**src/rtl/swec_pkg.sv**
```systemverilog
// ---------------------------------------------------------------------------
// swec_pkg
// Types and constants shared by the sliding window event counter.
// ---------------------------------------------------------------------------
package swec_pkg;

    localparam int TIME_W     = 32;
    localparam int COUNT_W    = 32;
    localparam int TERM_W     = 16;
    localparam int WIN_W      = 7;
    localparam int SPAN_W     = TERM_W + WIN_W;
    localparam int CFG_IDX_W  = 1;
    localparam int CFG_DATA_W = 16;

    // Operation codes
    localparam logic OP_EVENT = 1'b0;
    localparam logic OP_QUERY = 1'b1;

    // Register indexes
    localparam logic [CFG_IDX_W-1:0] REG_BUCKET_TERM    = 1'd0;
    localparam logic [CFG_IDX_W-1:0] REG_WINDOW_BUCKETS = 1'd1;

    localparam logic [TERM_W-1:0] BUCKET_TERM_RST    = 16'd1;
    localparam logic [WIN_W-1:0]  WINDOW_BUCKETS_RST = 7'd60;

    localparam logic [COUNT_W-1:0] COUNT_MAX = '1;

    typedef struct packed {
        logic [TIME_W-1:0]  base;
        logic [COUNT_W-1:0] events;
    } swec_entry_t;

    typedef struct packed {
        logic load;
        logic calc_base;
        logic calc_limit;
        logic rd_newest;
        logic rd_oldest;
        logic bump;
        logic drop;
        logic open;
        logic load_out;
    } swec_cmd_t;

    typedef struct packed {
        logic div_done;
        logic live_zero;
        logic live_full;
        logic same_base;
        logic expired;
        logic no_retire;
        logic op_query;
    } swec_status_t;

endpackage

```
**src/rtl/swec_if.sv**
```systemverilog
// ---------------------------------------------------------------------------
// swec item and result channels
// Valid/ready channels carrying one input item and one result.
// ---------------------------------------------------------------------------
interface swec_item_if
    import swec_pkg::*;
();
    logic              valid;
    logic              ready;
    logic              op;
    logic [TIME_W-1:0] time_now;

    modport source (output valid, output op, output time_now, input ready);
    modport sink   (input valid, input op, input time_now, output ready);
endinterface

interface swec_result_if
    import swec_pkg::*;
();
    logic               valid;
    logic               ready;
    logic [COUNT_W-1:0] window_count;

    modport source (output valid, output window_count, input ready);
    modport sink   (input valid, input window_count, output ready);
endinterface

```
**src/rtl/swec_ram.sv**
```systemverilog
// ---------------------------------------------------------------------------
// swec_ram
// Simple dual-port RAM: one write port, one read port with registered data.
// ---------------------------------------------------------------------------
module swec_ram #(
    parameter int WIDTH = 64,
    parameter int DEPTH = 64
) (
    input  logic                     clk,
    input  logic                     we,
    input  logic [$clog2(DEPTH)-1:0] waddr,
    input  logic [WIDTH-1:0]         wdata,
    input  logic                     re,
    input  logic [$clog2(DEPTH)-1:0] raddr,
    output logic [WIDTH-1:0]         rdata
);

    logic [WIDTH-1:0] mem [DEPTH];
    logic [WIDTH-1:0] rdata_reg;

    always_ff @(posedge clk)
    begin
        if (we)
        begin
            mem[waddr] <= wdata;
        end
        if (re)
        begin
            rdata_reg <= mem[raddr];
        end
    end

    assign rdata = rdata_reg;

endmodule

```
**src/rtl/swec_div.sv**
```systemverilog
// ---------------------------------------------------------------------------
// swec_div
// Restoring remainder unit: one dividend bit per cycle.
// ---------------------------------------------------------------------------
module swec_div
    import swec_pkg::*;
(
    input  logic              clk,
    input  logic              rst_n,
    input  logic              start,
    input  logic [TIME_W-1:0] dividend,
    input  logic [TERM_W-1:0] divisor,
    output logic              done,
    output logic [TERM_W-1:0] rem
);

    localparam int STEP_W = $clog2(TIME_W);

    logic              busy_reg;
    logic              done_reg;
    logic [STEP_W-1:0] step_reg;
    logic [TIME_W-1:0] shift_reg;
    logic [TERM_W-1:0] div_reg;
    logic [TERM_W-1:0] rem_reg;
    logic [TERM_W:0]   trial;
    logic [TERM_W-1:0] rem_next;

    assign trial = {rem_reg, shift_reg[TIME_W-1]};

    always_comb
    begin
        if (trial >= {1'b0, div_reg})
        begin
            rem_next = TERM_W'(trial - {1'b0, div_reg});
        end
        else
        begin
            rem_next = trial[TERM_W-1:0];
        end
    end

    always_ff @(posedge clk or negedge rst_n)
    begin
        if (!rst_n)
        begin
            busy_reg <= 1'b0;
            done_reg <= 1'b0;
            step_reg <= '0;
        end
        else
        begin
            done_reg <= 1'b0;
            if (start)
            begin
                busy_reg <= 1'b1;
                step_reg <= '0;
            end
            else if (busy_reg)
            begin
                step_reg <= step_reg + STEP_W'(1);
                if (step_reg == STEP_W'(TIME_W - 1))
                begin
                    busy_reg <= 1'b0;
                    done_reg <= 1'b1;
                end
            end
        end
    end

    always_ff @(posedge clk)
    begin
        if (start)
        begin
            shift_reg <= dividend;
            div_reg   <= divisor;
            rem_reg   <= '0;
        end
        else if (busy_reg)
        begin
            shift_reg <= {shift_reg[TIME_W-2:0], 1'b0};
            rem_reg   <= rem_next;
        end
    end

    assign done = done_reg;
    assign rem  = rem_reg;

endmodule

```
**src/rtl/swec_dp.sv**
```systemverilog
// ---------------------------------------------------------------------------
// swec_dp
// Datapath: configuration, base time and window limit, bucket ring and total.
// ---------------------------------------------------------------------------
module swec_dp
    import swec_pkg::*;
#(
    parameter int MAX_BUCKETS = 64
) (
    input  logic                  clk,
    input  logic                  rst_n,
    input  logic                  wr_en,
    input  logic [CFG_IDX_W-1:0]  wr_index,
    input  logic [CFG_DATA_W-1:0] wr_data,
    input  logic                  op,
    input  logic [TIME_W-1:0]     time_now,
    input  swec_cmd_t             cmd,
    output swec_status_t          status,
    output logic [COUNT_W-1:0]    window_count
);

    localparam int IDX_W = $clog2(MAX_BUCKETS);
    localparam int CNT_W = $clog2(MAX_BUCKETS + 1);
    localparam int SUM_W = CNT_W + 1;

    function automatic logic [IDX_W-1:0] ring_add(input logic [IDX_W-1:0] a,
                                                  input logic [CNT_W-1:0] b);
        logic [SUM_W-1:0] s;
        s = SUM_W'(a) + SUM_W'(b);
        if (s >= SUM_W'(MAX_BUCKETS))
        begin
            s = s - SUM_W'(MAX_BUCKETS);
        end
        return s[IDX_W-1:0];
    endfunction

    logic [TERM_W-1:0]  bucket_term_reg;
    logic [WIN_W-1:0]   window_buckets_reg;
    logic               op_reg;
    logic [TIME_W-1:0]  time_reg;
    logic [SPAN_W-1:0]  span_reg;
    logic [TIME_W-1:0]  base_reg;
    logic [TIME_W-1:0]  limit_reg;
    logic               no_retire_reg;
    logic [IDX_W-1:0]   oldest_reg;
    logic [CNT_W-1:0]   live_reg;
    logic [COUNT_W-1:0] total_reg;
    logic [COUNT_W-1:0] window_count_reg;

    logic [TERM_W-1:0]  term_eff;
    logic               div_done;
    logic [TERM_W-1:0]  rem;
    logic [IDX_W-1:0]   newest_addr;
    logic [IDX_W-1:0]   new_addr;
    logic [IDX_W-1:0]   oldest_next;
    logic [CNT_W-1:0]   live_next;
    logic [COUNT_W-1:0] total_inc;
    logic [COUNT_W-1:0] total_sub;
    logic [COUNT_W-1:0] events_inc;
    swec_entry_t        rd_entry;
    swec_entry_t        wr_entry;
    logic [$bits(swec_entry_t)-1:0] rd_bits;
    logic [IDX_W-1:0]   raddr;
    logic [IDX_W-1:0]   waddr;

    // A zero term behaves as one
    assign term_eff = (bucket_term_reg == '0) ? TERM_W'(1) : bucket_term_reg;

    swec_div u_div (
        .clk      (clk),
        .rst_n    (rst_n),
        .start    (cmd.load),
        .dividend (time_now),
        .divisor  (term_eff),
        .done     (div_done),
        .rem      (rem)
    );

    assign newest_addr = ring_add(oldest_reg, live_reg - CNT_W'(1));
    assign new_addr    = ring_add(oldest_reg, live_reg);
    assign live_next   = live_reg - CNT_W'(1);
    // An emptied ring restarts at position zero
    assign oldest_next = (live_next == '0) ? '0 : ring_add(oldest_reg, CNT_W'(1));

    assign rd_entry   = swec_entry_t'(rd_bits);
    assign total_inc  = (total_reg == COUNT_MAX) ? total_reg : total_reg + COUNT_W'(1);
    assign total_sub  = (total_reg >= rd_entry.events) ? total_reg - rd_entry.events : '0;
    assign events_inc = (rd_entry.events == COUNT_MAX) ? rd_entry.events
                                                       : rd_entry.events + COUNT_W'(1);

    assign raddr = cmd.rd_newest ? newest_addr : oldest_reg;
    assign waddr = cmd.bump ? newest_addr : new_addr;

    always_comb
    begin
        wr_entry.base = base_reg;
        if (cmd.bump)
        begin
            wr_entry.events = events_inc;
        end
        else
        begin
            wr_entry.events = COUNT_W'(1);
        end
    end

    swec_ram #(
        .WIDTH ($bits(swec_entry_t)),
        .DEPTH (MAX_BUCKETS)
    ) u_ram (
        .clk   (clk),
        .we    (cmd.bump | cmd.open),
        .waddr (waddr),
        .wdata (wr_entry),
        .re    (cmd.rd_newest | cmd.rd_oldest),
        .raddr (raddr),
        .rdata (rd_bits)
    );

    always_ff @(posedge clk or negedge rst_n)
    begin
        if (!rst_n)
        begin
            bucket_term_reg    <= BUCKET_TERM_RST;
            window_buckets_reg <= WINDOW_BUCKETS_RST;
            oldest_reg         <= '0;
            live_reg           <= '0;
            total_reg          <= '0;
        end
        else
        begin
            if (wr_en)
            begin
                case (wr_index)
                    REG_BUCKET_TERM:    bucket_term_reg    <= wr_data[TERM_W-1:0];
                    REG_WINDOW_BUCKETS: window_buckets_reg <= wr_data[WIN_W-1:0];
                    default:            ;
                endcase
            end
            if (cmd.drop)
            begin
                total_reg  <= total_sub;
                live_reg   <= live_next;
                oldest_reg <= oldest_next;
            end
            else if (cmd.open)
            begin
                total_reg <= total_inc;
                live_reg  <= live_reg + CNT_W'(1);
            end
            else if (cmd.bump)
            begin
                total_reg <= total_inc;
            end
        end
    end

    always_ff @(posedge clk)
    begin
        if (cmd.load)
        begin
            op_reg   <= op;
            time_reg <= time_now;
            span_reg <= SPAN_W'(term_eff) * SPAN_W'(window_buckets_reg);
        end
        if (cmd.calc_base)
        begin
            base_reg <= time_reg - TIME_W'(rem);
        end
        if (cmd.calc_limit)
        begin
            no_retire_reg <= (TIME_W'(span_reg) > base_reg);
            limit_reg     <= base_reg - TIME_W'(span_reg);
        end
        if (cmd.load_out)
        begin
            window_count_reg <= total_reg;
        end
    end

    always_comb
    begin
        status.div_done  = div_done;
        status.live_zero = (live_reg == '0);
        status.live_full = (live_reg == CNT_W'(MAX_BUCKETS));
        status.same_base = (rd_entry.base == base_reg);
        status.expired   = (rd_entry.base <= limit_reg);
        status.no_retire = no_retire_reg;
        status.op_query  = (op_reg == OP_QUERY);
    end

    assign window_count = window_count_reg;

endmodule

```
**src/rtl/swec_ctrl.sv**
```systemverilog
// ---------------------------------------------------------------------------
// swec_ctrl
// Controller: sequences remainder, bucket update, retirement and result.
// ---------------------------------------------------------------------------
module swec_ctrl
    import swec_pkg::*;
(
    input  logic         clk,
    input  logic         rst_n,
    input  logic         item_valid,
    output logic         item_ready,
    output logic         result_valid,
    input  logic         result_ready,
    input  swec_status_t status,
    output swec_cmd_t    cmd
);

    typedef enum logic [3:0] {
        S_IDLE,
        S_DIV,
        S_LIMIT,
        S_NEW_RD,
        S_NEW_CMP,
        S_FULL_DROP,
        S_OPEN,
        S_RET_RD,
        S_RET_CMP,
        S_OUT
    } state_t;

    state_t state_reg;
    state_t state_next;
    logic   result_valid_reg;
    logic   out_free;

    assign out_free = !result_valid_reg || result_ready;

    always_comb
    begin
        state_next = state_reg;
        cmd        = '0;
        case (state_reg)
            S_IDLE:
            begin
                if (item_valid)
                begin
                    cmd.load   = 1'b1;
                    state_next = S_DIV;
                end
            end
            S_DIV:
            begin
                if (status.div_done)
                begin
                    cmd.calc_base = 1'b1;
                    state_next    = S_LIMIT;
                end
            end
            S_LIMIT:
            begin
                cmd.calc_limit = 1'b1;
                if (status.op_query)
                begin
                    state_next = S_RET_RD;
                end
                else if (status.live_zero)
                begin
                    state_next = S_OPEN;
                end
                else
                begin
                    state_next = S_NEW_RD;
                end
            end
            S_NEW_RD:
            begin
                cmd.rd_newest = 1'b1;
                state_next    = S_NEW_CMP;
            end
            S_NEW_CMP:
            begin
                if (status.same_base)
                begin
                    cmd.bump   = 1'b1;
                    state_next = S_RET_RD;
                end
                else if (status.live_full)
                begin
                    // make room: the oldest bucket leaves first
                    cmd.rd_oldest = 1'b1;
                    state_next    = S_FULL_DROP;
                end
                else
                begin
                    cmd.open   = 1'b1;
                    state_next = S_RET_RD;
                end
            end
            S_FULL_DROP:
            begin
                cmd.drop   = 1'b1;
                state_next = S_OPEN;
            end
            S_OPEN:
            begin
                cmd.open   = 1'b1;
                state_next = S_RET_RD;
            end
            S_RET_RD:
            begin
                if (status.no_retire || status.live_zero)
                begin
                    state_next = S_OUT;
                end
                else
                begin
                    cmd.rd_oldest = 1'b1;
                    state_next    = S_RET_CMP;
                end
            end
            S_RET_CMP:
            begin
                if (status.expired)
                begin
                    cmd.drop   = 1'b1;
                    state_next = S_RET_RD;
                end
                else
                begin
                    state_next = S_OUT;
                end
            end
            S_OUT:
            begin
                if (out_free)
                begin
                    cmd.load_out = 1'b1;
                    state_next   = S_IDLE;
                end
            end
            default:
            begin
                state_next = S_IDLE;
            end
        endcase
    end

    always_ff @(posedge clk or negedge rst_n)
    begin
        if (!rst_n)
        begin
            state_reg        <= S_IDLE;
            result_valid_reg <= 1'b0;
        end
        else
        begin
            state_reg <= state_next;
            if (cmd.load_out)
            begin
                result_valid_reg <= 1'b1;
            end
            else if (result_ready)
            begin
                result_valid_reg <= 1'b0;
            end
        end
    end

    assign item_ready   = (state_reg == S_IDLE);
    assign result_valid = result_valid_reg;

endmodule

```
**src/rtl/sliding_window_event_counter_core.sv**
```systemverilog
// ---------------------------------------------------------------------------
// sliding_window_event_counter_core
// Counts events over a sliding window of time buckets.
// ---------------------------------------------------------------------------
// Each item (event or query, with a time in seconds) gives one result: the
// saturating count of events still inside the window. Each item runs the
// 32-step remainder unit that aligns the time to the bucket term; an event
// then bumps or opens the newest bucket, dropping the oldest bucket first
// when it opens one on a full ring, and buckets are retired from the oldest
// end. Buckets live in one RAM of MAX_BUCKETS entries; a new item is taken
// while the previous result still waits in the output register.
module sliding_window_event_counter_core
    import swec_pkg::*;
#(
    parameter int MAX_BUCKETS = 64
) (
    input  logic                  clk,
    input  logic                  rst_n,
    input  logic                  wr_en,
    input  logic [CFG_IDX_W-1:0]  wr_index,
    input  logic [CFG_DATA_W-1:0] wr_data,
    swec_item_if.sink             item,
    swec_result_if.source         result
);

    swec_cmd_t    cmd;
    swec_status_t status;

    swec_ctrl u_ctrl (
        .clk          (clk),
        .rst_n        (rst_n),
        .item_valid   (item.valid),
        .item_ready   (item.ready),
        .result_valid (result.valid),
        .result_ready (result.ready),
        .status       (status),
        .cmd          (cmd)
    );

    swec_dp #(
        .MAX_BUCKETS (MAX_BUCKETS)
    ) u_dp (
        .clk          (clk),
        .rst_n        (rst_n),
        .wr_en        (wr_en),
        .wr_index     (wr_index),
        .wr_data      (wr_data),
        .op           (item.op),
        .time_now     (item.time_now),
        .cmd          (cmd),
        .status       (status),
        .window_count (result.window_count)
    );

endmodule

```
**src/flat_wrapper.sv**
```systemverilog
// flat-port wrapper written by rule: the top's interface ports become plain ports
module sliding_window_event_counter_core_flat import swec_pkg::*;
#(
    parameter int MAX_BUCKETS = 64
)
  (clk, rst_n, wr_en, wr_index, wr_data, item_valid, item_op, item_time_now, item_ready, result_valid, result_window_count, result_ready);
  swec_item_if item_i ();
  swec_result_if result_i ();
  input  logic clk;
  input  logic rst_n;
  input  logic wr_en;
  input  logic [CFG_IDX_W-1:0] wr_index;
  input  logic [CFG_DATA_W-1:0] wr_data;
  input wire logic [$bits(item_i.valid)-1:0] item_valid;
  input wire logic [$bits(item_i.op)-1:0] item_op;
  input wire logic [$bits(item_i.time_now)-1:0] item_time_now;
  output wire logic [$bits(item_i.ready)-1:0] item_ready;
  output wire logic [$bits(result_i.valid)-1:0] result_valid;
  output wire logic [$bits(result_i.window_count)-1:0] result_window_count;
  input wire logic [$bits(result_i.ready)-1:0] result_ready;
  assign item_i.valid = item_valid;
  assign item_i.op = item_op;
  assign item_i.time_now = item_time_now;
  assign item_ready = item_i.ready;
  assign result_valid = result_i.valid;
  assign result_window_count = result_i.window_count;
  assign result_i.ready = result_ready;
  sliding_window_event_counter_core #(.MAX_BUCKETS(MAX_BUCKETS)) u_core (.clk(clk), .rst_n(rst_n), .wr_en(wr_en), .wr_index(wr_index), .wr_data(wr_data), .item(item_i), .result(result_i));
endmodule
```
**config.mk**
```make
export PLATFORM = sky130hd
export DESIGN_NAME = sliding_window_event_counter_core_flat
export DESIGN_NICKNAME = d
export VERILOG_FILES = /design/src/rtl/swec_pkg.sv /design/src/rtl/swec_if.sv /design/src/rtl/swec_ram.sv /design/src/rtl/swec_div.sv /design/src/rtl/swec_dp.sv /design/src/rtl/swec_ctrl.sv /design/src/rtl/sliding_window_event_counter_core.sv /design/src/flat_wrapper.sv
export SDC_FILE = /design/constraint.sdc
export NUM_CORES = 2
export LEC_CHECK = 0
export BUFFER_PORTS_ARGS = -buffer_cell sky130_fd_sc_hd__buf_2
export CAP_MARGIN = 10
export CELL_PAD_IN_SITES_DETAIL_PLACEMENT = 1
export CELL_PAD_IN_SITES_GLOBAL_PLACEMENT = 2
export CORE_UTILIZATION = 25
export CTS_CLUSTER_DIAMETER = 50
export DETAILED_ROUTE_END_ITERATION = 10
export PLACE_DENSITY_LB_ADDON = 0.1
export SLEW_MARGIN = 40
export SYNTH_ARGS = -nofsm -noshare
export SYNTH_HDL_FRONTEND = slang
export SYNTH_SLANG_ARGS = --single-unit
export TNS_END_PERCENT = 30
```
**constraint.sdc**
```tcl
create_clock -name clk -period 11.4 [get_ports clk]
set_input_delay 0.57 -clock clk [delete_from_list [all_inputs] [get_ports clk]]
set_output_delay 0.57 -clock clk [all_outputs]
set_load 0.02 [all_outputs]
```
[Yosys cells after proc, flatten, opt, wreduce, memory -nomap -nowiden]
Memories as Yosys holds them, arrays and structs flattened. A register that Yosys moved wholly into a read port is not among the register bits.
Index checks and enable logic that the tools add are counted.
Word-level totals
  flip-flop bits (word level): 297
  bits in writable memories: 4096
  bits of input ports: 55
  output and inout port bits: 34
  word-level logic and storage cells: 138
  memories: 1
Cells by class
  add/sub/neg operators: 15
  multiply operators: 1
  $lt $le $gt $ge: 7
  eq/ne operators: 17
  muxes and demuxes: 60
  bitwise gates (word level): 3
  reductions and logical operators: 14
Memories
  u_core.u_dp.u_ram.mem: depth 64, bits a word 64, read ports 1, clocked after Yosys merged registers in 1, write ports 1, RTL line swec_ram.sv:18  | logic [WIDTH-1:0] mem [DEPTH];
Operators with widths (number)
  32-bit two-way mux: 9
  32-bit by 1-bit adder with 32-bit output, second input constant: 2
  32-bit equality test, second input constant: 2
  4-bit case mux with 10 select lines: 1
  6-bit two-way mux: 6
  32-bit equality test: 1
  32-bit greater-or-equal comparator: 1
  23-bit by 32-bit greater-than comparator with 1-bit output: 1
  32-bit less-or-equal comparator: 1
  16-bit two-way mux: 2
  32-bit by 16-bit subtractor with 32-bit output: 1
  32-bit by 23-bit subtractor with 32-bit output: 1
  32-bit subtractor: 1
  1-bit two-way mux: 27
  4-bit two-way mux: 6
  16-bit by 7-bit multiplier with 23-bit output: 1
  6-bit by 1-bit subtractor with 6-bit output, second input constant: 3
  17-bit by 16-bit greater-or-equal comparator with 1-bit output: 1
  6-bit by 7-bit adder with 8-bit output: 2
  4-bit by 3-bit equality test with 1-bit output, second input constant: 4
  8-bit by 7-bit greater-or-equal comparator with 1-bit output, second input constant: 2
  16-bit zero test: 1
  16-bit subtractor: 1
  7-bit zero test: 2
  25 further kinds: 38

[Depth between registers and ports, before layout]
  word-level depth: 7
  gate-level depth with buffers: 21
  gate-level depth less buffers: 20

[Cells and area by module]
From an unflattened synthesis, not the netlist that was laid out.
Unflattened totals
  cell total of the unflattened synthesis: 8869
  area total of the unflattened synthesis: 179443.4 µm²
By module, submodules not included
  swec_ram: times used 1, cells an instance 6598, area each 156989.3 µm², sequential area each 124919.8 µm²
  swec_dp: times used 1, cells an instance 1888, area each 18205.0 µm², sequential area each 6302.3 µm²
  swec_div: times used 1, cells an instance 320, area each 3746.1 µm², sequential area each 1936.9 µm²
  swec_ctrl: times used 1, cells an instance 63, area each 503.0 µm², sequential area each 125.1 µm²

[Least setup slack after synthesis]
OpenSTA, ideal clock, no wires.
  path type: flip-flop to flip-flop
  from: register u_core.u_dp.base_reg[27]
  to: memory u_core.u_dp.u_ram.mem[40][0], enable pin
  setup time: 487 ps
  arrival: 6013 ps
  required time: 10913 ps
  slack: 4900 ps
  cell stages (with the launch flop): 11
  path buffers: 2
  clock period less this slack: 6500 ps
  cell sequence: edfxtp_1 xnor2_1 nand4_1 nor4_1 nand2_1 or4_1 buf_2 buf_2 mux2i_1 nand3_2 nor2_1
Between the ends
  longest elaborated chain between the ends: 6
  elaborated cells between the ends (all ways): 9
  classes of those cells: 1 x eq/ne; 7 x mux; 1 x bitwise
RTL lines
  from (decl): RTL line swec_dp.sv:42  | logic [TIME_W-1:0] base_reg;
  from (signal assigned): RTL line swec_dp.sv:168  | base_reg <= time_reg - TIME_W'(rem);
  32-bit equality test *: RTL line swec_dp.sv:186  | status.same_base = (rd_entry.base == base_reg);
  1-bit two-way mux: RTL line swec_ctrl.sv:82  | if (status.same_base)
  1-bit case mux with 2 select lines / 1-bit two-way mux (equally long branches): RTL line swec_ctrl.sv:42  | case (state_reg)
  1-bit bitwise OR: RTL line swec_dp.sv:112  | .we (cmd.bump | cmd.open),
  1-bit two-way mux: RTL line swec_ram.sv:23  | if (we)
  1-bit two-way mux (implied by the code): RTL line swec_ram.sv:25  | mem[waddr] <= wdata;
  to (decl): RTL line swec_ram.sv:18
Every way passes the cells marked *; elsewhere a longest branch is shown, timed or not.

[Worst setup path in the final report]
  from: register u_core.u_dp.base_reg[19]
  to: memory u_core.u_dp.u_ram.mem[59][49], enable pin
Same word-level chain as after synthesis.

==> metrics.csv <==
stage,metric,value,unit
floorplanning,num_rows,312,
timing,worst_pin_slew,981,ps
yosys,synth-edff-count,4361,
layout,largest_reg_flops,4096,
clocking,numCtsBuffers,625,
timing,fin_crit,6740,ps
yosys,synth_ff_type,edfxtp_1,
pwr,power.total,0.0609,W
critical_path,slowest_delay,780,ps
floorplanning,dieArea,729000,um^2
timing,slew_violations,0,
timing,setup_viol,0,
drt,drt-initial-drc-count,6485,
layout,multi_input_area,46800,um^2
yosys,seq_area_frac_synth,73.4,%
placed_design,portBuffers,88,
global_routing,grt_pass1_wl,844,mm
job,cap_violations,0,
layout,drive_above_1_share,26.4,%
critical_path,cp_common_cell,buf_4,
clocking,cts_root_buffer,clkbuf_16,
floorplanning,die_y,854,um
timing,min_period_over_period,59.1,%
clocking,cts.sinks,4457,
yosys,synthXorXnorAreaFrac,1.09,%
pwr,ir_drop,0.265,mV
yosys,syn_nets,9159,
drt,firstDrtPassIters,5,
critical_path,crit_chain,xnor2_1 -> nand4_1 -> nor4_2 -> buf_4 -> buf_4 -> nand2_1 -> or4_4 -> mux2i_2 -> xnor2_1 -> nand2_1 -> nor2_4 -> buf_4 -> buf_4,
critical_path,cp_num_cells,13,
critical_path,cp-start-kind,register,
timing,fin_ws,4660,ps
drt,routedWlPerCell,31.3,um
clocking,cts_tree,done,
floorplanning,chipWidth,854,um
floorplanning,io_pins,89,
yosys,yosys.area_share.simple,2.22,%
yosys,synth-adder-area-share,2.06,%
placed_design,post-place-ws,4620,ps
timing,max_freq,148,MHz
status,status,"complete, no violations",
global_routing,grt_overflow,0,
layout,final_nets,9893,
yosys,synthCells,8850,
layout,mostFrequentLayoutCell,edfxtp_1,
min_path,hold_class,input port to register,
clocking,hold_buffers,64,
global_routing,grt_max_degree,104,
layout,area_delta_synth_final,20.9,%
critical_path,cp_top_family,simple AND/OR/NAND/NOR gates,
critical_path,cp.arrival,7410,ps
yosys,synth-async-reset-ratio,1.79,%
drt,ant_nets,0,
critical_path,crit_slowest_cell,or4_4,
pwr,power_density,277,nW/um^2
clocking,clkTransAtPathRegs,50,ps
layout,regArea,133000,um^2
timing,rsz0062_at_grt,false,
global_routing,grt_pass1_vias,98403,
floorplanning,coreArea,723000,um^2
placed_design,place_congestion,0.749,
clocking,worstSkewPairLatency,1110,ps
global_routing,antenna_found_initial,38,
yosys,synth_cell_types,76,
timing,clock_skew,96.7,ps
clocking,post_cts_buffers,0,
drt,drc_errors,0,
yosys,synth_top_family_by_area,multiplexers,
timing,tns,0,ps
critical_path,path_max_fanout,31,
clocking,post_cts_resized,0,
yosys,synth_compound_area_share,1.43,%
critical_path,end_kind,register,
global_routing,grt_usage,16.6,%
floorplanning,initial_core_util,25.1,%
yosys,postSynthAreaPerCell,20.5,um^2
critical_path,cp.required,12070,ps
yosys,synthesis.area,181000,um^2
timing,relSlewSlack,32.7,%
drt,routed_wirelength,615,mm
yosys,yosysWarnings,0,
placed_design,dp_hpwl,375,mm
yosys,synthMuxAreaShare,18.3,%
drt,via_count,90049,
critical_path,crit_buf_inv,4,
layout,mostFrequentLayoutCells,"edfxtp_1, mux4_2, mux2i_1",
min_path,min_path_cells,2,
critical_path,rr_worst_depth,13,
critical_path,worstSetupPathType,register to register,
layout,fill_cells,72141,
pwr,power.leakage,67.3,nW
clocking,cts.path.max_buffers,4,
yosys,ys_seq_elements,4457,
timing,hold_viol_final,0,
clocking,htreeDepth,6,
drt,vias_per_cell,4.57,
report_power, final:
group / total, W / internal (W) / leakage [nW] / switching, W
clock network: 0.0197 / 0.0120 / 10.2 / 0.00772
logic: 0.0213 / 0.00821 / 20.1 / 0.0131
registers: 0.0198 / 0.0192 / 37.0 / 0.000638
total: 0.0609 / 0.0394 / 67.3 / 0.0215
kinds of logic (layout without fill, tap and decap cells):
kind of cell    count (synthesis)  count (layout)
compound gates                406             406
xor+xnor                      224             224
fa+ha+maj                     254             254
buf+inv                       644            1893
flops                        4457            4457
mux                          2036            2036
other cells                     0              17
simple gates                  829             829
cell type report:
type	instances	area share, %
diodes	17	0.0194
clock buffers	727	7.42
clock inverters	415	2.16
inverters	244	0.419
multi-input cells	3749	21.3
flip-flops and latches	4457	60.7
well taps	9577	5.46
repair buffers	507	2.44
cell usage after synthesis, types with 87 or more instances:
cell type     n  area [um^2]
mux4_2     1024        23100
buf_2       167          836
ha_1        179         2240
clkbuf_1    149          559
mux2i_1     981         9820
xnor2_1     154         1350
and2_1       87          544
inv_1       244          916
edfxtp_1   4361       131000
a21oi_1     114          571
nand2_1     235          882
nor2_1      206          773
through the flow:
step                      util (%)  cell area, um^2  instances  hold WS [ps]
final                         30.4           219000      19693           198
after global routing          30.4           219000      19677           153
after CTS                     30.3           219000      19663          67.4
after detailed placement      27.3           197000      18457           435
after global placement        27.1           196000      18414           431
after floorplan                  -           181000       8850           274
routing by layer:
metal	wire length, um	GRT usage (%)	vias to the layer above
li1	-	-	37835
met3	19100	1.83	699
met4	11700	3.17	2
met5	20	0	-
met2	302000	28.3	1575
met1	282000	22.9	49938
worst paths after layout:
check                                                     startpoint                                     endpoint  slack [ps]
min in group asynchronous                                      rst_n  u_core.u_dp.bucket_term_reg[12]$_DFFE_PN0P_         210
setup reg to reg                  u_core.u_dp.base_reg[19]$_DFFE_PP_      u_core.u_dp.u_ram.mem[59][49]$_DFFE_PP_        4660
hold reg to reg            u_core.u_dp.u_div.shift_reg[17]$_DFFE_PP_    u_core.u_dp.u_div.shift_reg[18]$_DFFE_PP_         520
setup / recovery                  u_core.u_dp.base_reg[19]$_DFFE_PP_      u_core.u_dp.u_ram.mem[59][49]$_DFFE_PP_        4660
max in group asynchronous                                      rst_n        u_core.u_dp.total_reg[25]$_DFFE_PN0P_        9810
hold / removal                                               item_op                 u_core.u_dp.op_reg$_DFFE_PP_         200
worst register-to-register path, stage by stage, from the launching register on:
cell and delay [ps]:
edfxtp_1 680, xnor2_1 440, nand4_1 170, nor4_2 670, buf_4 290, buf_4 140
nand2_1 120, or4_4 780, mux2i_2 310, xnor2_1 380, nand2_1 570, nor2_4 470
buf_4 560, buf_4 620
Note: power is estimated with default switching activity, not from simulation.
